File: config.mk
export PLATFORM = sky130hd
export DESIGN_NAME = state_dwell_supervisor_core_flat
export DESIGN_NICKNAME = d
export VERILOG_FILES = /design/src/sds_pkg.sv /design/src/sds_chan_if.sv /design/src/sds_front.sv /design/src/sds_queue.sv /design/src/sds_back.sv /design/src/state_dwell_supervisor_core.sv /design/src/flat_wrapper.sv
export SDC_FILE = /design/constraint.sdc
export NUM_CORES = 2
export LEC_CHECK = 0
export BUFFER_PORTS_ARGS = -buffer_cell sky130_fd_sc_hd__buf_2
export CAP_MARGIN = 15
export CORE_ASPECT_RATIO = 1.5
export CORE_UTILIZATION = 45
export CTS_BUF_LIST = sky130_fd_sc_hd__clkbuf_4 sky130_fd_sc_hd__clkbuf_8
export DETAILED_ROUTE_END_ITERATION = 10
export GPL_ROUTABILITY_DRIVEN = 0
export GPL_TIMING_DRIVEN = 0
export PLACE_DENSITY = 0.59
export SYNTH_ARGS = -nofsm -noshare
export SYNTH_HDL_FRONTEND = slang
export SYNTH_SLANG_ARGS = --single-unit
File: constraint.sdc
create_clock -name clk -period 11.11 [get_ports clk]
set_clock_uncertainty 0.2 [all_clocks]
set_input_delay 1.111 -clock clk [delete_from_list [all_inputs] [get_ports clk]]
set_output_delay 1.111 -clock clk [all_outputs]
set_load 0.05 [all_outputs]
File: src/sds_pkg.sv
// Shared types, command codes and constants of the state dwell supervisor.
package sds_pkg;

    localparam int MAX_STATES_DEF = 16;

    localparam int SIU_W = 5;

    // Command codes on the request channel
    localparam logic [2:0] CMD_LOAD       = 3'd0;
    localparam logic [2:0] CMD_START      = 3'd1;
    localparam logic [2:0] CMD_RUN        = 3'd2;
    localparam logic [2:0] CMD_TICK       = 3'd3;
    localparam logic [2:0] CMD_CHANGE     = 3'd4;
    localparam logic [2:0] CMD_FAULT      = 3'd5;
    localparam logic [2:0] CMD_RESET_TIME = 3'd6;

    // Configuration register indexes
    localparam logic [1:0] CFG_FAULT_JUMP = 2'd0;
    localparam logic [1:0] CFG_TIMEOUTS   = 2'd1;
    localparam logic [1:0] CFG_STATES     = 2'd2;

    // Violation codes
    localparam logic [1:0] VIOL_NONE  = 2'd0;
    localparam logic [1:0] VIOL_MAX   = 2'd1;
    localparam logic [1:0] VIOL_MIN   = 2'd2;
    localparam logic [1:0] VIOL_FAULT = 2'd3;

    localparam logic [7:0] FAULT_DATA_MAX = 8'hFF;
    localparam logic [7:0] FAULT_DATA_MIN = 8'h00;

    typedef struct packed {
        logic [2:0]  cmd;
        logic [3:0]  entry_index;
        logic [7:0]  target_id;
        logic [31:0] min_dwell_ms;
        logic [31:0] max_dwell_ms;
        logic [7:0]  fault_code;
    } req_t;

    typedef struct packed {
        logic        status;
        logic        active_valid;
        logic [7:0]  active_id;
        logic [31:0] dwell_ms;
        logic        run_action;
        logic        left_state;
        logic        entered_state;
        logic [1:0]  violation;
        logic [7:0]  faulted_state_id;
        logic [7:0]  faulted_data;
        logic        faulted_id_in_table;
    } rsp_t;

    typedef struct packed {
        logic [1:0] index;
        logic [7:0] value;
    } cfg_wr_t;

    typedef struct packed {
        logic [7:0]       fault_jump_state;
        logic             timeouts_enabled;
        logic [SIU_W-1:0] states_in_use;
    } cfg_t;

    typedef enum logic [2:0] {
        OP_LOAD,
        OP_START,
        OP_RUN,
        OP_TICK,
        OP_CHANGE,
        OP_FAULT,
        OP_CLEAR_TIME,
        OP_NOP
    } op_kind_t;

    typedef struct packed {
        op_kind_t    kind;
        logic [3:0]  entry_index;
        logic [7:0]  target_id;
        logic [31:0] min_dwell_ms;
        logic [31:0] max_dwell_ms;
        logic [7:0]  fault_code;
    } op_t;

endpackage

File: src/sds_chan_if.sv
// Valid/ready channel carrying one payload beat.
interface sds_chan_if #(
    parameter type payload_t = logic
);
    logic     valid;
    logic     ready;
    payload_t data;

    modport source (output valid, output data, input ready);
    modport sink (input valid, input data, output ready);
endinterface

File: src/sds_front.sv
// Front stage: accepts request beats and classifies them into operations.
module sds_front #(
    parameter int MAX_STATES = sds_pkg::MAX_STATES_DEF
) (
    input  logic        clk,
    input  logic        rst_n,
    sds_chan_if.sink    req,
    sds_chan_if.source  op_out
);
    import sds_pkg::*;

    logic valid_reg, valid_next;
    op_t  op_reg, op_next;

    function automatic op_t classify(input req_t r);
        op_t o;
        o.entry_index  = r.entry_index;
        o.target_id    = r.target_id;
        o.min_dwell_ms = r.min_dwell_ms;
        o.max_dwell_ms = r.max_dwell_ms;
        o.fault_code   = r.fault_code;
        unique case (r.cmd)
            CMD_LOAD:
            begin
                // Drop loads beyond the table
                if (32'(r.entry_index) < 32'(MAX_STATES))
                begin
                    o.kind = OP_LOAD;
                end
                else
                begin
                    o.kind = OP_NOP;
                end
            end
            CMD_START:      o.kind = OP_START;
            CMD_RUN:        o.kind = OP_RUN;
            CMD_TICK:       o.kind = OP_TICK;
            CMD_CHANGE:     o.kind = OP_CHANGE;
            CMD_FAULT:      o.kind = OP_FAULT;
            CMD_RESET_TIME: o.kind = OP_CLEAR_TIME;
            default:        o.kind = OP_NOP;
        endcase
        return o;
    endfunction

    assign req.ready    = !valid_reg || op_out.ready;
    assign op_out.valid = valid_reg;
    assign op_out.data  = op_reg;

    always_comb
    begin
        valid_next = valid_reg;
        op_next    = op_reg;
        if (op_out.ready)
        begin
            valid_next = 1'b0;
        end
        if (req.valid && req.ready)
        begin
            valid_next = 1'b1;
            op_next    = classify(req.data);
        end
    end

    always_ff @(posedge clk or negedge rst_n)
    begin
        if (!rst_n)
        begin
            valid_reg <= 1'b0;
        end
        else
        begin
            valid_reg <= valid_next;
        end
    end

    always_ff @(posedge clk)
    begin
        op_reg <= op_next;
    end

endmodule

File: src/sds_queue.sv
// Two-entry queue that decouples the front stage from the back stage.
module sds_queue #(
    parameter type payload_t = logic
) (
    input  logic        clk,
    input  logic        rst_n,
    sds_chan_if.sink    wr,
    sds_chan_if.source  rd
);

    payload_t   slot_q [2];
    logic       wr_ptr_reg, wr_ptr_next;
    logic       rd_ptr_reg, rd_ptr_next;
    logic [1:0] fill_reg, fill_next;
    logic       push, pop;

    assign wr.ready = (fill_reg != 2'd2);
    assign rd.valid = (fill_reg != 2'd0);
    assign rd.data  = slot_q[rd_ptr_reg];
    assign push     = wr.valid && wr.ready;
    assign pop      = rd.valid && rd.ready;

    always_comb
    begin
        wr_ptr_next = push ? ~wr_ptr_reg : wr_ptr_reg;
        rd_ptr_next = pop ? ~rd_ptr_reg : rd_ptr_reg;
        fill_next   = fill_reg;
        if (push && !pop)
        begin
            fill_next = fill_reg + 2'd1;
        end
        else if (pop && !push)
        begin
            fill_next = fill_reg - 2'd1;
        end
    end

    always_ff @(posedge clk or negedge rst_n)
    begin
        if (!rst_n)
        begin
            wr_ptr_reg <= 1'b0;
            rd_ptr_reg <= 1'b0;
            fill_reg   <= 2'd0;
        end
        else
        begin
            wr_ptr_reg <= wr_ptr_next;
            rd_ptr_reg <= rd_ptr_next;
            fill_reg   <= fill_next;
        end
    end

    always_ff @(posedge clk)
    begin
        if (push)
        begin
            slot_q[wr_ptr_reg] <= wr.data;
        end
    end

endmodule

File: src/sds_back.sv
// Back stage: executes operations, scans the state table, registers results.
module sds_back #(
    parameter int MAX_STATES = sds_pkg::MAX_STATES_DEF
) (
    input  logic          clk,
    input  logic          rst_n,
    input  sds_pkg::cfg_t cfg_q,
    sds_chan_if.sink      op_in,
    sds_chan_if.source    rsp
);
    import sds_pkg::*;

    localparam int SLOT_W = (MAX_STATES > 1) ? $clog2(MAX_STATES) : 1;
    localparam int CW_RAW = $clog2(MAX_STATES + 1);
    localparam int CW     = (CW_RAW > SIU_W) ? CW_RAW : SIU_W;

    typedef enum logic [2:0] {
        ST_IDLE = 3'b001,
        ST_SCAN = 3'b010,
        ST_EMIT = 3'b100
    } back_state_t;

    back_state_t state_reg, state_next;

    // State table, undefined until loaded
    logic [7:0]  tbl_id  [MAX_STATES];
    logic [31:0] tbl_min [MAX_STATES];
    logic [31:0] tbl_max [MAX_STATES];
    logic              tbl_we;
    logic [SLOT_W-1:0] tbl_wslot;

    // Active state and its cached entry
    logic              present_reg, present_next;
    logic [SLOT_W-1:0] slot_reg, slot_next;
    logic [7:0]        act_id_reg, act_id_next;
    logic [31:0]       act_min_reg, act_min_next;
    logic [31:0]       act_max_reg, act_max_next;
    logic [31:0]       dwell_reg, dwell_next;
    logic [7:0]        fault_id_reg, fault_id_next;
    logic [7:0]        fault_data_reg, fault_data_next;

    // Per-operation scratch
    logic              goto_reg, goto_next;
    logic [7:0]        target_reg, target_next;
    logic              status_reg, status_next;
    logic              run_reg, run_next;
    logic              left_reg, left_next;
    logic [1:0]        viol_reg, viol_next;
    logic [SLOT_W-1:0] scan_reg, scan_next;
    logic              found_reg, found_next;
    logic [SLOT_W-1:0] found_slot_reg, found_slot_next;
    logic [7:0]        found_id_reg, found_id_next;
    logic [31:0]       found_min_reg, found_min_next;
    logic [31:0]       found_max_reg, found_max_next;
    logic              in_table_reg, in_table_next;

    logic rsp_valid_reg, rsp_valid_next;
    rsp_t rsp_reg, rsp_next;

    logic [CW-1:0] siu_ext;
    logic [CW-1:0] scan_len;
    logic          min_hit, max_hit;
    logic [7:0]    rd_id;
    logic          take_found;
    logic          present_after;
    logic [7:0]    id_after;

    assign siu_ext  = CW'(cfg_q.states_in_use);
    assign scan_len = (siu_ext > CW'(MAX_STATES)) ? CW'(MAX_STATES) : siu_ext;

    assign min_hit = present_reg && cfg_q.timeouts_enabled && (act_min_reg != 32'd0)
                     && (dwell_reg < act_min_reg);
    assign max_hit = cfg_q.timeouts_enabled && (act_max_reg != 32'd0)
                     && (dwell_reg > act_max_reg);

    assign rd_id         = tbl_id[scan_reg];
    assign take_found    = goto_reg && found_reg;
    assign present_after = take_found || present_reg;
    assign id_after      = take_found ? found_id_reg : act_id_reg;
    assign tbl_wslot     = SLOT_W'(op_in.data.entry_index);

    assign op_in.ready = (state_reg == ST_IDLE);
    assign rsp.valid   = rsp_valid_reg;
    assign rsp.data    = rsp_reg;

    always_comb
    begin
        state_next      = state_reg;
        tbl_we          = 1'b0;
        present_next    = present_reg;
        slot_next       = slot_reg;
        act_id_next     = act_id_reg;
        act_min_next    = act_min_reg;
        act_max_next    = act_max_reg;
        dwell_next      = dwell_reg;
        fault_id_next   = fault_id_reg;
        fault_data_next = fault_data_reg;
        goto_next       = goto_reg;
        target_next     = target_reg;
        status_next     = status_reg;
        run_next        = run_reg;
        left_next       = left_reg;
        viol_next       = viol_reg;
        scan_next       = scan_reg;
        found_next      = found_reg;
        found_slot_next = found_slot_reg;
        found_id_next   = found_id_reg;
        found_min_next  = found_min_reg;
        found_max_next  = found_max_reg;
        in_table_next   = in_table_reg;
        rsp_next        = rsp_reg;
        rsp_valid_next  = rsp_valid_reg;

        if (rsp.ready)
        begin
            rsp_valid_next = 1'b0;
        end

        unique case (state_reg)
            ST_IDLE:
            begin
                if (op_in.valid)
                begin
                    status_next   = 1'b0;
                    run_next      = 1'b0;
                    left_next     = 1'b0;
                    viol_next     = VIOL_NONE;
                    goto_next     = 1'b0;
                    target_next   = op_in.data.target_id;
                    found_next    = 1'b0;
                    in_table_next = 1'b0;
                    scan_next     = '0;
                    unique case (op_in.data.kind)
                        OP_LOAD:
                        begin
                            tbl_we = 1'b1;
                            // Keep the cached entry coherent with the table
                            if (tbl_wslot == slot_reg)
                            begin
                                act_id_next  = op_in.data.target_id;
                                act_min_next = op_in.data.min_dwell_ms;
                                act_max_next = op_in.data.max_dwell_ms;
                            end
                        end
                        OP_START:
                        begin
                            if (cfg_q.states_in_use != '0)
                            begin
                                present_next = 1'b0;
                                goto_next    = 1'b1;
                            end
                        end
                        OP_RUN:
                        begin
                            if (!present_reg)
                            begin
                                status_next = 1'b1;
                            end
                            else if (max_hit)
                            begin
                                fault_id_next = act_id_reg;
                                goto_next     = 1'b1;
                                left_next     = 1'b1;
                                target_next   = cfg_q.fault_jump_state;
                                if (min_hit)
                                begin
                                    fault_data_next = FAULT_DATA_MIN;
                                    viol_next       = VIOL_MIN;
                                end
                                else
                                begin
                                    fault_data_next = FAULT_DATA_MAX;
                                    viol_next       = VIOL_MAX;
                                end
                            end
                            else
                            begin
                                run_next = 1'b1;
                            end
                        end
                        OP_TICK:
                        begin
                            dwell_next = dwell_reg + 32'd1;
                        end
                        OP_CHANGE:
                        begin
                            goto_next = 1'b1;
                            left_next = present_reg;
                            if (min_hit)
                            begin
                                fault_id_next   = act_id_reg;
                                fault_data_next = FAULT_DATA_MIN;
                                viol_next       = VIOL_MIN;
                                target_next     = cfg_q.fault_jump_state;
                            end
                        end
                        OP_FAULT:
                        begin
                            if (!present_reg)
                            begin
                                status_next = 1'b1;
                            end
                            else
                            begin
                                fault_id_next   = act_id_reg;
                                fault_data_next = op_in.data.fault_code;
                                viol_next       = VIOL_FAULT;
                                left_next       = 1'b1;
                                goto_next       = 1'b1;
                                target_next     = cfg_q.fault_jump_state;
                            end
                        end
                        OP_CLEAR_TIME:
                        begin
                            dwell_next = 32'd0;
                        end
                        default:
                        begin
                        end
                    endcase
                    state_next = (scan_len == '0) ? ST_EMIT : ST_SCAN;
                end
            end
            ST_SCAN:
            begin
                // One entry per cycle: first match on the target, any match on the fault id
                if (!found_reg && (rd_id == target_reg))
                begin
                    found_next      = 1'b1;
                    found_slot_next = scan_reg;
                    found_id_next   = rd_id;
                    found_min_next  = tbl_min[scan_reg];
                    found_max_next  = tbl_max[scan_reg];
                end
                if (rd_id == fault_id_reg)
                begin
                    in_table_next = 1'b1;
                end
                if (CW'(scan_reg) == scan_len - CW'(1))
                begin
                    state_next = ST_EMIT;
                end
                else
                begin
                    scan_next = scan_reg + SLOT_W'(1);
                end
            end
            ST_EMIT:
            begin
                if (!rsp_valid_reg || rsp.ready)
                begin
                    if (take_found)
                    begin
                        present_next = 1'b1;
                        slot_next    = found_slot_reg;
                        act_id_next  = found_id_reg;
                        act_min_next = found_min_reg;
                        act_max_next = found_max_reg;
                    end
                    if (goto_reg && present_after)
                    begin
                        dwell_next = 32'd0;
                    end
                    rsp_next.status              = status_reg;
                    rsp_next.active_valid        = present_after;
                    rsp_next.active_id           = present_after ? id_after : 8'd0;
                    rsp_next.dwell_ms            = (goto_reg && present_after) ? 32'd0
                                                                                : dwell_reg;
                    rsp_next.run_action          = run_reg;
                    rsp_next.left_state          = left_reg;
                    rsp_next.entered_state       = goto_reg && present_after;
                    rsp_next.violation           = viol_reg;
                    rsp_next.faulted_state_id    = fault_id_reg;
                    rsp_next.faulted_data        = fault_data_reg;
                    rsp_next.faulted_id_in_table = in_table_reg;
                    rsp_valid_next               = 1'b1;
                    state_next                   = ST_IDLE;
                end
            end
            default:
            begin
                state_next = ST_IDLE;
            end
        endcase
    end

    always_ff @(posedge clk or negedge rst_n)
    begin
        if (!rst_n)
        begin
            state_reg      <= ST_IDLE;
            present_reg    <= 1'b0;
            slot_reg       <= '0;
            act_id_reg     <= 8'd0;
            act_min_reg    <= 32'd0;
            act_max_reg    <= 32'd0;
            dwell_reg      <= 32'd0;
            fault_id_reg   <= 8'd0;
            fault_data_reg <= 8'd0;
            rsp_valid_reg  <= 1'b0;
        end
        else
        begin
            state_reg      <= state_next;
            present_reg    <= present_next;
            slot_reg       <= slot_next;
            act_id_reg     <= act_id_next;
            act_min_reg    <= act_min_next;
            act_max_reg    <= act_max_next;
            dwell_reg      <= dwell_next;
            fault_id_reg   <= fault_id_next;
            fault_data_reg <= fault_data_next;
            rsp_valid_reg  <= rsp_valid_next;
        end
    end

    always_ff @(posedge clk)
    begin
        goto_reg       <= goto_next;
        target_reg     <= target_next;
        status_reg     <= status_next;
        run_reg        <= run_next;
        left_reg       <= left_next;
        viol_reg       <= viol_next;
        scan_reg       <= scan_next;
        found_reg      <= found_next;
        found_slot_reg <= found_slot_next;
        found_id_reg   <= found_id_next;
        found_min_reg  <= found_min_next;
        found_max_reg  <= found_max_next;
        in_table_reg   <= in_table_next;
        rsp_reg        <= rsp_next;
    end

    always_ff @(posedge clk)
    begin
        if (tbl_we)
        begin
            tbl_id[tbl_wslot]  <= op_in.data.target_id;
            tbl_min[tbl_wslot] <= op_in.data.min_dwell_ms;
            tbl_max[tbl_wslot] <= op_in.data.max_dwell_ms;
        end
    end

endmodule

File: src/state_dwell_supervisor_core.sv
// Flow: the back stage takes one operation at a time, scans the table one entry
//   per cycle over n = min(states_in_use, MAX_STATES) entries and emits the result before
//   it takes the next. A two-entry queue lets the front keep accepting meanwhile.
// Reset: asynchronous, active low; clears the active state, dwell counter, fault record
//   and channels, and sets the registers to fault_jump_state 0, timeouts_enabled 1,
//   states_in_use 1. Table entries hold no reset value and need loading before use.
module state_dwell_supervisor_core #(
    parameter int MAX_STATES = sds_pkg::MAX_STATES_DEF
) (
    input  logic     clk,
    input  logic     rst_n,
    sds_chan_if.sink   req,
    sds_chan_if.source rsp,
    sds_chan_if.sink   cfg
);
    import sds_pkg::*;

    cfg_t cfg_reg, cfg_next;

    sds_chan_if #(.payload_t(op_t)) front_ch ();
    sds_chan_if #(.payload_t(op_t)) back_ch ();

    assign cfg.ready = 1'b1;

    always_comb
    begin
        cfg_next = cfg_reg;
        if (cfg.valid)
        begin
            unique case (cfg.data.index)
                CFG_FAULT_JUMP: cfg_next.fault_jump_state = cfg.data.value;
                CFG_TIMEOUTS:   cfg_next.timeouts_enabled = cfg.data.value[0];
                CFG_STATES:     cfg_next.states_in_use    = cfg.data.value[SIU_W-1:0];
                default:
                begin
                end
            endcase
        end
    end

    always_ff @(posedge clk or negedge rst_n)
    begin
        if (!rst_n)
        begin
            cfg_reg.fault_jump_state <= 8'd0;
            cfg_reg.timeouts_enabled <= 1'b1;
            cfg_reg.states_in_use    <= SIU_W'(1);
        end
        else
        begin
            cfg_reg <= cfg_next;
        end
    end

    sds_front #(
        .MAX_STATES (MAX_STATES)
    ) u_front (
        .clk    (clk),
        .rst_n  (rst_n),
        .req    (req),
        .op_out (front_ch)
    );

    sds_queue #(
        .payload_t (op_t)
    ) u_queue (
        .clk   (clk),
        .rst_n (rst_n),
        .wr    (front_ch),
        .rd    (back_ch)
    );

    sds_back #(
        .MAX_STATES (MAX_STATES)
    ) u_back (
        .clk   (clk),
        .rst_n (rst_n),
        .cfg_q (cfg_reg),
        .op_in (back_ch),
        .rsp   (rsp)
    );

endmodule

File: src/flat_wrapper.sv
// flat-port wrapper written by rule: the top's interface ports become plain ports
module state_dwell_supervisor_core_flat import sds_pkg::*;
#(
    parameter int MAX_STATES = sds_pkg::MAX_STATES_DEF
)
  (clk, rst_n, req_valid, req_data, req_ready, rsp_valid, rsp_data, rsp_ready, cfg_valid, cfg_data, cfg_ready);
  sds_chan_if #(.payload_t(req_t)) req_i ();
  sds_chan_if #(.payload_t(rsp_t)) rsp_i ();
  sds_chan_if #(.payload_t(cfg_wr_t)) cfg_i ();
  input  logic clk;
  input  logic rst_n;
  input wire logic [$bits(req_i.valid)-1:0] req_valid;
  input wire logic [$bits(req_i.data)-1:0] req_data;
  output wire logic [$bits(req_i.ready)-1:0] req_ready;
  output wire logic [$bits(rsp_i.valid)-1:0] rsp_valid;
  output wire logic [$bits(rsp_i.data)-1:0] rsp_data;
  input wire logic [$bits(rsp_i.ready)-1:0] rsp_ready;
  input wire logic [$bits(cfg_i.valid)-1:0] cfg_valid;
  input wire logic [$bits(cfg_i.data)-1:0] cfg_data;
  output wire logic [$bits(cfg_i.ready)-1:0] cfg_ready;
  assign req_i.valid = req_valid;
  assign req_i.data = req_data;
  assign req_ready = req_i.ready;
  assign rsp_valid = rsp_i.valid;
  assign rsp_data = rsp_i.data;
  assign rsp_i.ready = rsp_ready;
  assign cfg_i.valid = cfg_valid;
  assign cfg_i.data = cfg_data;
  assign cfg_ready = cfg_i.ready;
  state_dwell_supervisor_core #(.MAX_STATES(MAX_STATES)) u_core (.clk(clk), .rst_n(rst_n), .req(req_i), .rsp(rsp_i), .cfg(cfg_i));
endmodule
# Word level (Yosys, flattened, before mapping)
# Memories as Yosys holds them, arrays and structs flattened. A register that Yosys moved wholly into a read port is not among the register bits.
# Cells that the tools add are included.
[totals] reg_bits=331 mem_bits_rw=1326 in_bits=102 output_inout_bits=67 word_cells=238 memories=4
[classes] n_addsub=5 order_cmp=3 eq_ne=38 n_mux=89 bitwise=2 reduce_logical=52
[memory_table] name="u_core.u_back.tbl_max" depth=16 word_bits=32 rd=1 rd_clocked_by_memory_dff=1 wr=1 line="sds_back.sv:28" text="logic [31:0] tbl_max [MAX_STATES];"
[memory_table] name="u_core.u_back.tbl_min" depth=16 word_bits=32 rd=1 rd_clocked_by_memory_dff=1 wr=1 line="sds_back.sv:27" text="logic [31:0] tbl_min [MAX_STATES];"
[memory_table] name="u_core.u_queue.slot_q" depth=2 word_bits=87 rd=1 rd_clocked_by_memory_dff=0 wr=1 line="sds_queue.sv:11" text="payload_t slot_q [2];"
[memory_table] name="u_core.u_back.tbl_id" depth=16 word_bits=8 rd=1 rd_clocked_by_memory_dff=1 wr=1 line="sds_back.sv:26" text="logic [7:0] tbl_id [MAX_STATES];"
[op_table] op="two-way mux 32 bit" n=13
[op_table] op="case mux 32 bit (2 select lines)" n=4
[op_table] op="two-way mux 8 bit" n=18
[op_table] op="case mux 8 bit (3 select lines)" n=3
[op_table] op="nonzero test 32 bit" n=2
[op_table] op="adder 32 x 1 -> 32 bit (second input constant)" n=1
[op_table] op="> comparator 32 bit" n=1
[op_table] op="less-than comparator 32 bit" n=1
[op_table] op="!= test 2 bit (second input constant)" n=16
[op_table] op="two-way mux 1 bit" n=26
[op_table] op="== test 3 bit (second input constant)" n=7
[op_table] op="case mux 3 bit (7 select lines)" n=1
[op_table] op="== test 8 bit" n=2
[op_table] op="case mux 8 bit (2 select lines)" n=1
[op_table] op="== test 3 x 2 -> 1 bit (second input constant)" n=5
[op_table] op="AND reduction 3 bit" n=5
[op_table] op="two-way mux 2 bit" n=7
[op_table] op="AND reduction 2 bit" n=7
[op_table] op="logical AND 1 bit" n=13
[op_table] op="two-way mux 3 bit" n=4
[op_table] op="two-way mux 4 bit" n=3
[op_table] op="AND reduction 6 bit" n=2
[op_table] op="nonzero test 2 bit" n=5
[op_table] op="== test 3 x 1 -> 1 bit (second input constant)" n=3
[op_table] op="29 further kinds" n=39

# Logic depth before layout (Yosys ltp)
[logic_depth] depth_word=7 ltp_mapped=13 ltp_nobuf=10

# Modules after synthesis
# A second synthesis with hierarchy kept.
[unflattened] cells_unflattened=3850 hier_area_um2=67815.0
[modules_own_cells] mod="sds_back" instances=1 cells_each=3434 area_per_inst_um2=58033.2 seq_area_each_um2=42707.2
[modules_own_cells] mod="sds_queue" instances=1 cells_each=289 area_per_inst_um2=6548.8 seq_area_each_um2=5325.1
[modules_own_cells] mod="sds_front" instances=1 cells_each=94 area_per_inst_um2=2677.6 seq_area_each_um2=2637.5
[modules_own_cells] mod="state_dwell_supervisor_core" instances=1 cells_each=33 area_per_inst_um2=555.5 seq_area_each_um2=352.8

# Worst setup path after synthesis
# Ideal clock, no wire load.
[synth_path] path_kind="register -> register" from="register u_core.u_back.state_reg[0]" to="memory u_core.u_back.tbl_id[2][0], enable pin" setup_time_ns=0.503 arrival_time_ns=5.029 required_ns=10.407 slack_ns=5.378 path_stages_with_launch=6 n_path_buf=0 synth_period_minus_slack_ns=5.732 cell_sequence="dfstp_2 > or3b_2 > a21oi_1 > nand2_1 > or4_1 > nor2_1"
[synth_between] elab_chain_cells=4
[synth_lines] item="start, declared" line="sds_back.sv:23" text="back_state_t state_reg, state_next;"
[synth_lines] item="start signal, assigned" line="sds_back.sv:304" text="state_reg <= state_next;"
[synth_lines] item="== test 3 x 1 -> 1 bit" line="sds_back.sv:119" text="unique case (state_reg)"
[synth_lines] item="two-way mux 1 bit" line="sds_back.sv:119"
[synth_lines] item="two-way mux 1 bit" line="sds_back.sv:337" text="if (tbl_we)"
[synth_lines] item="two-way mux 1 bit (implied by the code)" line="sds_back.sv:339" text="tbl_id[tbl_wslot] <= op_in.data.target_id;"
[synth_lines] item="end, declared" line="sds_back.sv:26"
# No other way between the ends.

# Worst setup path after layout
[layout_path] from="register u_core.u_queue.rd_ptr_reg" to="memory u_core.u_back.tbl_id[14][1], enable pin"
[layout_between] elab_chain_cells=7
[layout_lines] item="start, declared" line="sds_queue.sv:13" text="logic rd_ptr_reg, rd_ptr_next;"
[layout_lines] item="start signal, assigned" line="sds_queue.sv:49" text="rd_ptr_reg <= rd_ptr_next;"
[layout_lines] item="memory read (2 x 87 bit) (*)"
[layout_lines] item="zero test 3 bit" line="sds_back.sv:133" text="unique case (op_in.data.kind)"
[layout_lines] item="two-way mux 1 bit" line="sds_back.sv:133"
[layout_lines] item="two-way mux 1 bit" line="sds_back.sv:122" text="if (op_in.valid)"
[layout_lines] item="two-way mux 1 bit" line="sds_back.sv:119"
[layout_lines] item="two-way mux 1 bit" line="sds_back.sv:337"
[layout_lines] item="two-way mux 1 bit (implied by the code)" line="sds_back.sv:339"
# Every way passes the cells marked *; elsewhere a longest branch is shown, timed or not.

==> results.md <==
- Maximum number of pins on one net before global-route repair: 106
- Seq. cell area: 51000 um2
- Shortest clock period the worst path allows after layout: 5720 ps
- Root Driver: clkbuf_8
- Total number of clock tree sinks: 1725
- Biggest area contributors in the synthesized netlist: edfxtp_1 70%, dfrtp_1 5.4%, mux4_2 5.4%
- Share of synthesized flip-flops with an asynchronous set or reset: 8.58%
- RSZ-0062 raised after global routing: false
- Prevailing post-synth register cell: edfxtp_1
- Global Route met2 Usage: 39.9%
- Netlist area before placement: 67500 um2
- Remaining design rule violation count: 0
- Placed standard-cell area: 72200 um2
- Die Wd: 318 um
- Commonest cells in the synthesized netlist: 1573 x edfxtp_1, 283 x mux2i_1, 199 x o21ai_0
- Startpoint class of the critical path: flop
- Number of endpoints with negative hold slack in the final report: 0
- GR peak layer: met2
- Number of nets with antenna violations after routing: 0
- Reported max-cap violation count: 0
- Maximum frequency from static timing analysis: 175 MHz
- Most numerous cell in the Yosys netlist: edfxtp_1
- Register bit total from synthesis: 1725
- Number of nets produced by synthesis: 3925
- Worst stage delay on the critical path: 760 ps
- Combined global-route utilization of all metal layers: 22.9%
- Post-detailed-route via-to-cell ratio: 5.68
- TritonCTS clock tree: built
- Critical path buffers and inverters: 8
- Count of routing violations after the opening detailed-route iteration: 3007
- Data required, critical path: 11570 ps
- Family with the most delay on the worst path: buffers and inverters
- GR met3 Demand/Resource: 3.73%
- Fillers: 11.9k
- Crit path DAT: 6180 ps
- Leakage: 26.8 nW
- Core occupancy in the finished layout: 52.3%
- Count of TritonRoute iterations in the first routing pass: 6
- Peak ir drop on the vdd network: 0.126 mV
- Number of buffers created by CTS: 275
- CORE AREA: 148000 um2
- Post-synth EDFFs: 1573
- Die height: 476 um
- Starting utilization of the core area: 45.4%
- Syn Inst Count: 3756
- Cell accounting for the most synthesized area: edfxtp_1
- Largest registers: u_core.u_back.tbl_max (512), u_core.u_back.tbl_min (512), u_core.u_queue.slot_q (174)
- Area share of the largest cell type after synthesis: 70.0%
- Type of element capturing the critical path: flop
- Outcome: finished clean
- CTS Buffer Depth: 4
- Final critical-path setup slack: 5390 ps
- Latest clock arrival within the worst-skew pair: 1010 ps
- Worst hold path class: input port to flop
- Antenna violations before repair: 4
- Number of pins exceeding their max-slew limit in the final report: 0
- Pwr dens: 253 nW/um2
- Final #Nets: 4467
- Num ports: 169
- # Post-CTS Setup Buffers: 0
- Synth Warn #: 0
- Number of rows created at floorplan: 173
- Category of the most critical setup path: flop to flop
- Area taken by multi-input logic gates: 15600 um2
- Cells along the critical path: buf_2 > buf_2 > buf_2 > buf_1 > clkbuf_1 > a32oi_1 > nor2_4 > buf_12 > buf_12 > buf_12
- Maximum fanout along the worst path: 23
- Mean instance size in the synthesized netlist: 18.0 um2
- Syn-to-layout area delta: 15.2%
- Proportion of layout cells with a drive suffix above 1: 23.6%
- Synth cell types: 69
- Number of setup violations in the final report: 0
- Sum of net half-perimeters after detailed placement: 115000 um
- Area of the die: 152000 um2
- First-pass GRT wire length: 251000 um
- Via count of the first global-routing pass: 37.7k
- DR WL/cell: 27.1 um
- DR vias: 36.4k
- Global routing met1 resource utilization: 28.6%
- Summed area of non-filler cells in the final layout: 77700 um2
- CTS HTree Levels: 5
- Tcrit/Tclk final: 51.5%
- Standard cell with the maximum stage delay on the critical path: buf_1
- Setup Slack @ Placement: 5410 ps
- Worst-case headroom to the max-slew limit: 14.3%
- Number of port buffers: 164
- Total wire length: 173000 um
- Clock-pin transition on the worst setup and hold timing paths: 60 ps
- Post-synthesis sequential area ratio: 75.6%
- Total overflow reported by the global router: 0
- Transition time at the pin with the least slew margin: 1290 ps
through the flow:
stage	TNS (ps)	hold slack (ps)	cells	total power, W
2_1_floorplan	0	200	3756	0.0124
3_3_place_gp	-416220	208	5845	0.0144
3_5_place_dp	0	208	5909	0.0146
4_1_cts	0	1.59	6401	0.0198
5_1_grt	0	46.3	6406	0.0205
6_report	0	113	6407	0.0196
path summary, 6_finish.rpt:
path	slack [ps]	from	cells after the start	to
worst max-delay path	5390	u_core.u_queue.rd_ptr_reg	10	u_core.u_back.tbl_id[14][1]
worst min-delay path	110	req_data[57]	1	u_core.u_front.op_out.data[57]
min in group asynchronous	410	rst_n	2	u_core.u_back.fault_data_reg[1]
worst min register to register	220	u_core.u_front.op_out.data[21]	0	u_core.u_queue.slot_q[1][21]
max in group asynchronous	9320	rst_n	3	u_core.u_back.dwell_reg[24]
worst max register to register	5390	u_core.u_queue.rd_ptr_reg	10	u_core.u_back.tbl_id[14][1]
cell usage in the layout, fill, tap and decap left out, types with 8 or more instances in the layout:
cell / instances
dlygate4sd3_1: 35
a221oi_1: 66
nand3_1: 23
ha_1: 67
xor2_1: 20
buf_12: 52
nor2_1: 68
clkinv_2: 28
nor4_1: 21
nand2_1: 197
clkbuf_4: 90
clkbuf_8: 296
dfrtp_1: 145
o21ai_0: 199
and2_1: 40
nand4_1: 27
a21oi_1: 115
buf_2: 182
nor2_4: 17
a31oi_1: 11
and3_1: 13
mux4_2: 161
xnor2_1: 24
buf_16: 8
clkinv_1: 33
buf_1: 34
o22a_1: 8
nand2b_1: 8
inv_1: 71
edfxtp_1: 1573
mux2_2: 180
o22ai_1: 10
mux2i_1: 283
a22oi_1: 66
clkbuf_1: 118
o21ai_1: 65
nor2b_1: 8
logic make-up (layout without fill, tap and decap cells):
group / count (synthesis) / after routing / share of synthesized area [%]
adders and majority gates: 67 / 67 / 1.24
xor gates and xnor gates: 44 / 44 / 0.571
other: 1 / 5 / 0.00556
DFF: 1725 / 1725 / 75.6
buffers and inverters: 251 / 973 / 1.48
and+or+nand+nor: 458 / 458 / 3.22
muxes: 625 / 625 / 12.6
AOI/OAI and AO/OA: 585 / 585 / 5.26
routing by layer:
metal | wire [um] | part of all wire [%]
met3 | 9690 | 5.6
met2 | 88800 | 51
met4 | 5580 | 3.2
met1 | 69300 | 40
met5 | 0 | 0
where the power goes:
part	internal (W)	total (W)	switching, W
registers	0.00847	0.00878	0.000305
logic	0.00193	0.00564	0.00371
clock network	0.00281	0.00521	0.00240
what timing repair did:
item	CTS	global route
hold buffers	35	0
endpoints found under the hold margin	75	0
gates resized for setup	0	0
layout make-up:
class / instances / area share, %
Buffer: 178 / 0.937
Timing Repair Buffer: 265 / 3.25
Multi-Input combinational cell: 1780 / 20.1
Antenna cell: 4 / 0.0129
Inverter: 73 / 0.353
Clock buffer: 386 / 6.11
Clock inverter: 71 / 0.523
Sequential cell: 1725 / 65.7
Tap cell: 1925 / 3.10
Note: power is estimated with default switching activity, not from simulation.
